File: src/hw/rtl/vrrq_pkg.sv
package vrrq_pkg;

  localparam int unsigned RingBytesDefault = 4096;
  localparam int unsigned HeaderBytes      = 4;

  typedef enum logic [2:0] {
    CMD_PUSH_BEGIN = 3'd0,
    CMD_PUSH_BYTE  = 3'd1,
    CMD_PEEK       = 3'd2,
    CMD_READ_BYTE  = 3'd3,
    CMD_POP        = 3'd4,
    CMD_CLEAR      = 3'd5
  } cmd_t;

  typedef enum logic [2:0] {
    ST_OK        = 3'd0,
    ST_EMPTY     = 3'd1,
    ST_FULL      = 3'd2,
    ST_ORDER     = 3'd3,
    ST_OFFSET    = 3'd4
  } status_t;

  // datapath operations requested by the controller
  typedef enum logic [3:0] {
    OP_NONE     = 4'd0,
    OP_LATCH    = 4'd1,  // capture input word
    OP_DECIDE   = 4'd2,  // evaluate command, update cursors, pick status
    OP_HDR_WR   = 4'd3,  // write one header byte
    OP_HDR_RD   = 4'd4,  // read one header byte
    OP_FINISH   = 4'd5,  // finish peek/pop/read_byte from fetched header
    OP_PAY_RD   = 4'd6,  // issue payload byte read
    OP_RESULT   = 4'd7   // load output register
  } op_t;

  typedef struct packed {
    op_t        op;
    logic [1:0] idx;
  } dp_cmd_t;

  typedef struct packed {
    logic need_hdr_wr;
    logic need_hdr_rd;
    logic need_pay_rd;
  } dp_stat_t;

endpackage

File: src/hw/rtl/vrrq_ctrl.sv
module vrrq_ctrl
  import vrrq_pkg::*;
(
  input  logic     clk,
  input  logic     rst_n,
  input  logic     in_tvalid,
  output logic     in_tready,
  output logic     out_tvalid,
  input  logic     out_tready,
  input  dp_stat_t stat,
  output dp_cmd_t  dcmd
);

  typedef enum logic [7:0] {
    S_IDLE   = 8'b0000_0001,
    S_DECIDE = 8'b0000_0010,
    S_HWR    = 8'b0000_0100,
    S_HRD    = 8'b0000_1000,
    S_FIN    = 8'b0001_0000,
    S_PRD    = 8'b0010_0000,
    S_RES    = 8'b0100_0000,
    S_OUT    = 8'b1000_0000
  } state_t;

  state_t     state_r, state_nxt;
  logic [1:0] idx_r, idx_nxt;
  logic       accept;

  assign in_tready  = (state_r == S_IDLE);
  assign out_tvalid = (state_r == S_OUT);
  assign accept     = in_tvalid && in_tready;

  always_comb begin
    state_nxt = state_r;
    idx_nxt   = idx_r;
    dcmd.op   = OP_NONE;
    dcmd.idx  = idx_r;
    case (state_r)
      S_IDLE: begin
        if (accept) begin
          dcmd.op   = OP_LATCH;
          state_nxt = S_DECIDE;
        end
      end
      S_DECIDE: begin
        dcmd.op = OP_DECIDE;
        idx_nxt = 2'd0;
        if (stat.need_hdr_wr) state_nxt = S_HWR;
        else if (stat.need_hdr_rd) state_nxt = S_HRD;
        else state_nxt = S_RES;
      end
      S_HWR: begin
        dcmd.op = OP_HDR_WR;
        idx_nxt = idx_r + 2'd1;
        if (idx_r == 2'd3) state_nxt = S_RES;
      end
      S_HRD: begin
        dcmd.op = OP_HDR_RD;
        idx_nxt = idx_r + 2'd1;
        if (idx_r == 2'd3) state_nxt = S_FIN;
      end
      S_FIN: begin
        dcmd.op = OP_FINISH;
        if (stat.need_pay_rd) state_nxt = S_PRD;
        else state_nxt = S_RES;
      end
      S_PRD: begin
        dcmd.op   = OP_PAY_RD;
        state_nxt = S_RES;
      end
      S_RES: begin
        dcmd.op   = OP_RESULT;
        state_nxt = S_OUT;
      end
      S_OUT: begin
        if (out_tready) state_nxt = S_IDLE;
      end
      default: state_nxt = S_IDLE;
    endcase
  end

  always_ff @(posedge clk) begin
    if (!rst_n) begin
      state_r <= S_IDLE;
      idx_r   <= 2'd0;
    end else begin
      state_r <= state_nxt;
      idx_r   <= idx_nxt;
    end
  end

endmodule

File: config.mk
export PLATFORM = sky130hd
export DESIGN_NAME = vrrq_ctrl
export DESIGN_NICKNAME = d
export VERILOG_FILES = /design/src/hw/rtl/vrrq_pkg.sv /design/src/hw/rtl/vrrq_ctrl.sv
export SDC_FILE = /design/constraint.sdc
export NUM_CORES = 1
export LEC_CHECK = 0
export ABC_CLOCK_PERIOD_IN_PS = 2800
export BUFFER_PORTS_ARGS = -buffer_cell sky130_fd_sc_hd__buf_2
export CORE_MARGIN = 2
export CORE_UTILIZATION = 57
export DETAILED_ROUTE_END_ITERATION = 6
export PLACE_DENSITY = 0.82
export SYNTH_ARGS = -nofsm -noshare
export SYNTH_HDL_FRONTEND = slang
export SYNTH_SLANG_ARGS = --single-unit
File: constraint.sdc
create_clock -name clk -period 2.8 [get_ports clk]
set_clock_uncertainty 0.2 [all_clocks]
set_input_delay 0 -clock clk [delete_from_list [all_inputs] [get_ports clk]]
set_output_delay 0 -clock clk [all_outputs]
set_load 0.05 [all_outputs]
# [After elaboration in Yosys (flattened, before gate mapping)]
# Cells that the tools add are included.
[op_classes] addsub=1 reduce_logical=4 n_eq_ne=13 muxes=11
[ops] cell="case mux 8 bit (8 select lines)" n=1
[ops] cell="two-way mux 8 bit" n=4
[ops] cell="two-way mux 7 bit" n=3
[ops] cell="case mux 3 bit (7 select lines)" n=1
[ops] cell="equality test 8 x 1 -> 1 bit, second input constant" n=1
[ops] cell="equality test 8 x 2 -> 1 bit, second input constant" n=1
[ops] cell="equality test 8 x 3 -> 1 bit, second input constant" n=1
[ops] cell="equality test 8 x 4 -> 1 bit, second input constant" n=1
[ops] cell="equality test 8 x 5 -> 1 bit, second input constant" n=1
[ops] cell="equality test 8 x 6 -> 1 bit, second input constant" n=1
[ops] cell="equality test 8 x 7 -> 1 bit, second input constant" n=1
[ops] cell="equality test 8 bit, second input constant" n=1
[ops] cell="inequality test 2 x 1 -> 1 bit, second input constant" n=2
[ops] cell="inequality test 2 bit, second input constant" n=2
[ops] cell="case mux 2 bit (2 select lines)" n=1
[ops] cell="AND reduction 4 bit" n=1
[ops] cell="adder 2 x 1 -> 2 bit, second input constant" n=1
[ops] cell="equality test 2 bit, second input constant" n=1
[ops] cell="nonzero test 2 bit" n=1
[ops] cell="OR reduction 2 bit" n=1
[ops] cell="logical AND 1 bit" n=1
[ops] cell="two-way mux 1 bit" n=1
[word_totals] output_inout_bits=8 reg_bits=10 inputBits=7 wordCells=31

# [Longest topological paths before layout]
[depth] word_depth=4 ltp_mapped=5 depth_no_buf=4

# [Worst setup path before layout]
# Ideal clock, no wire load.
[synth_timing] path_kind="reg2out" startpoint="register state_r[2]" endpoint="output port out_tvalid" path_buffers=0 required_time_ns=2.600 path_stages_with_launch=4 slack_ns=0.281 arrival_ns=2.319 path_cell_list="dfxtp_1 or3_1 or4_4 nor3b_1"
[synth_via] elab_chain_len=1
[synth_rtl] item="start, declared" line="vrrq_ctrl.sv:25" source="state_t state_r, state_nxt;"
[synth_rtl] item="start signal, assigned" line="vrrq_ctrl.sv:87" source="state_r <= state_nxt;"
[synth_rtl] item="equality test 8 bit" line="vrrq_ctrl.sv:30" source="assign out_tvalid = (state_r == S_OUT);"
[synth_rtl] item="end, declared" line="vrrq_ctrl.sv:8" source="output logic out_tvalid,"
# No other way between the ends.

# [Worst setup path after layout]
[layout_timing] startpoint="register state_r[5]" endpoint="register state_r[2]"
[layout_via] elab_chain_len=4 word_cells_on_any_way=15 cone_classes="12 x eq/ne; 1 x mux; 2 x reduce/logical"
[layout_rtl] item="equality test 8 x 1 -> 1 bit" line="vrrq_ctrl.sv:29, vrrq_ctrl.sv:38"
[layout_rtl] item="logical AND 1 bit" line="vrrq_ctrl.sv:31" source="assign accept = in_tvalid && in_tready;"
[layout_rtl] item="inequality test 2 x 1 -> 1 bit (no source line)"
[layout_rtl] item="AND reduction 4 bit (no source line)"
# Several ways; a longest one is shown, not always the timed one.
# A chain may end at the register's enable or synchronous reset.

==> out/results.txt <==
share of Yosys cell area claimed by the top area cell type - 25.12%
initial antenna violation count - 0
final layout net count - 126
Max rail drop VDD - 0.2563 mV
Initial Utilization - 61.25%
dpl ws - 0.7538 ns
Num CTS Buffers - 3
worst min-delay path category - in -> reg
Crit Path Category - reg -> reg
Starting DRT DRC Count - 41
TritonRoute pass-1 iters - 4
CTS sink cnt - 10
Synth Instances - 101
final wirelength - 1978 µm
GPL Wtd Cong - 0.9015
reg2reg path depth - 5
Chip Width - 41.40 µm
FMAX - 415.9 MHz
leakage power - 0.3671 nW
GRT Residual Overflow - 0
uppermost layer routed - met4
vias in the first global route - 683
FP Rows - 13
minimum clock period - 2.404 ns
Post-synth ARST share - 0%
Clock Root Buffer - clkbuf_4
FF-to-FF setup slack - 0.40 ns
MaxCap Viol Count - 0
yosys warns - 0
Synth area leader - dfxtp_1
Global Route Usage Sum - 28.67%
Worst-path clk slew - 0.06 ns
met2 routed wirelength - 893 µm
Worst Path Required - 2.81 ns
sequential area share after synthesis - 25.12%
count of cell types in the netlist - 44
die area - 0.001714 mm²
RR Endpoint - state_r[2]
Final period util - 85.87%
Detailed Place HPWL - 1385 µm
worst-margin pin slew - 0.6564 ns
met3 WL - 183 µm
DR WL/cell - 15.10 µm
most frequent cells in the layout - 13 x buf_2, 10 x dfxtp_1, 8 x dlygate4sd3_1
CP Capture Type - register
relative slew slack - 55.84%
CTS tree - yes
P per Cell Area - 352.1 mW/mm²
core area - 0.001301 mm²
Top FF cell, synth - dfxtp_1
most common cell after layout, fill and taps aside - buf_2
CP Launch Type - register
Hold Vio Cnt, Final - 0
Worst Setup EP - state_r[2]
Fin Setup TNS - 0 ns
# fillers - 109
final setup vio count - 0
FF-to-FF Start - state_r[5]
RSZ-0062 raised after global routing - false
number of diodes - 0
Final ANT Viol Nets - 0
via count - 843
Post-Syn Area per Cell - 7.891 µm²
Synth Cell Area - 797.0 µm²
global-route wire length before repair - 3132 µm
chip height - 41.40 µm
Area growth syn-to-layout - 18.21%
worst skew pair latency - 0.26 ns
Bufs on Longest Clock Path - 2
syn_nets - 109
final-report max-slew violation count - 0
Max FO, Critical Path - 12
Yosys reg bits - 10
Area contributors post-synth - dfxtp_1 25%, o21ai_0 4.4%, nor4_1 3.9%
# port buffers - 13
layout cells sized above 1 - 18.97%
PnR worst setup slack - 0.3956 ns
Worst Setup SP - state_r[5]
largest net degree at the start of global routing - 16
Crit path arrival time - 2.41 ns
Post-synth EDFFs - 0
io pins - 15
H-Tree Level Count - 1
Power Total - 0.3317 mW
Vias/cell - 6.435
Setup Fix Bufs, Post-CTS - 0
outcome - completed
DR DRC count - 0
Final Core Density - 72.40%
Post-Route M1 WL - 877 µm
[sequential cells by signal (all words and copies together), names as in the netlist]
signal,flops
state_r,8
idx_r,2
[timing repair]
action | 4_1_cts | 5_1_grt
hold buffers | 8 | 0
resized for setup | 0 | 0
hold endpoints to repair | 10 | 0
[per-stage QoR]
step,hold slack (ns),cell area [µm²],std cells
2_1_floorplan,-0.08621,797.0,101
3_3_place_gp,0.06675,839.6,120
3_5_place_dp,0.07037,839.6,120
4_1_cts,0.2140,942.2,131
5_1_grt,0.2677,942.2,131
6_report,0.2307,942.2,131
[worst min path at each step]
stage / from / to / slack [ns] / cells past startpoint
after floorplan: rst_n / state_r[7] / -0.09 / 2
after global placement: stat[0] / state_r[5] / 0.07 / 3
after detailed placement: stat[0] / state_r[5] / 0.07 / 3
after CTS: out_tready / state_r[0] / 0.21 / 4
after global routing: out_tready / state_r[0] / 0.27 / 4
final: out_tready / state_r[0] / 0.23 / 4
[cell type report]
class | count | area, µm² | share of cell area [%]
inverter | 6 | 22.52 | 2.390
multi-input combinational | 76 | 533.0 | 56.57
clock buffer | 3 | 22.52 | 2.390
tap | 15 | 18.77 | 1.992
timing repair buffer | 21 | 145.1 | 15.41
sequential | 10 | 200.2 | 21.25
[Yosys cell counts, drive strengths merged (2+ instances only)]
cell type	count
dfxtp	10
or3	3
clkbuf	5
nor3	4
o21ai	9
or4	3
or3b	2
xor2	2
nor2	6
buf	4
inv	6
xnor2	3
nand2b	2
nand3	5
a211oi	2
nand3b	2
nor3b	3
a21oi	2
nand2	2
a2111oi	2
o2111a	2
nor4	6
[layer usage]
metal	up-vias	track usage, %
li1	411	-
met1	383	40.58
met2	45	42.58
met3	4	6.383
met4	0	9.677
met5	-	0
[critical path: stages (launching register included)]
cell           delay, ns
dfxtp_1             0.43
or4_4               0.60
nor4_1              0.28
nand3b_1            0.13
a21oi_1             0.16
dlygate4sd3_1       0.55
[logic make-up after synthesis]
logic type	synth area share [%]
compound gates	23.86
xor+xnor	5.496
fa+ha+maj	2.826
buf+inv	8.006
flops	25.12
other cells	0.4705
simple gates	34.22
[where the power goes]
| group | internal (mW) | total (mW) | leakage, nW | switching [mW] |
|---|---|---|---|---|
| sequential | 0.145 | 0.156 | 0.0810 | 0.0105 |
| clock | 0.0495 | 0.0949 | 0.0138 | 0.0454 |
| combinational | 0.0319 | 0.0809 | 0.272 | 0.0490 |
| total | 0.227 | 0.332 | 0.367 | 0.105 |
Power figures use the tool's default switching activity.
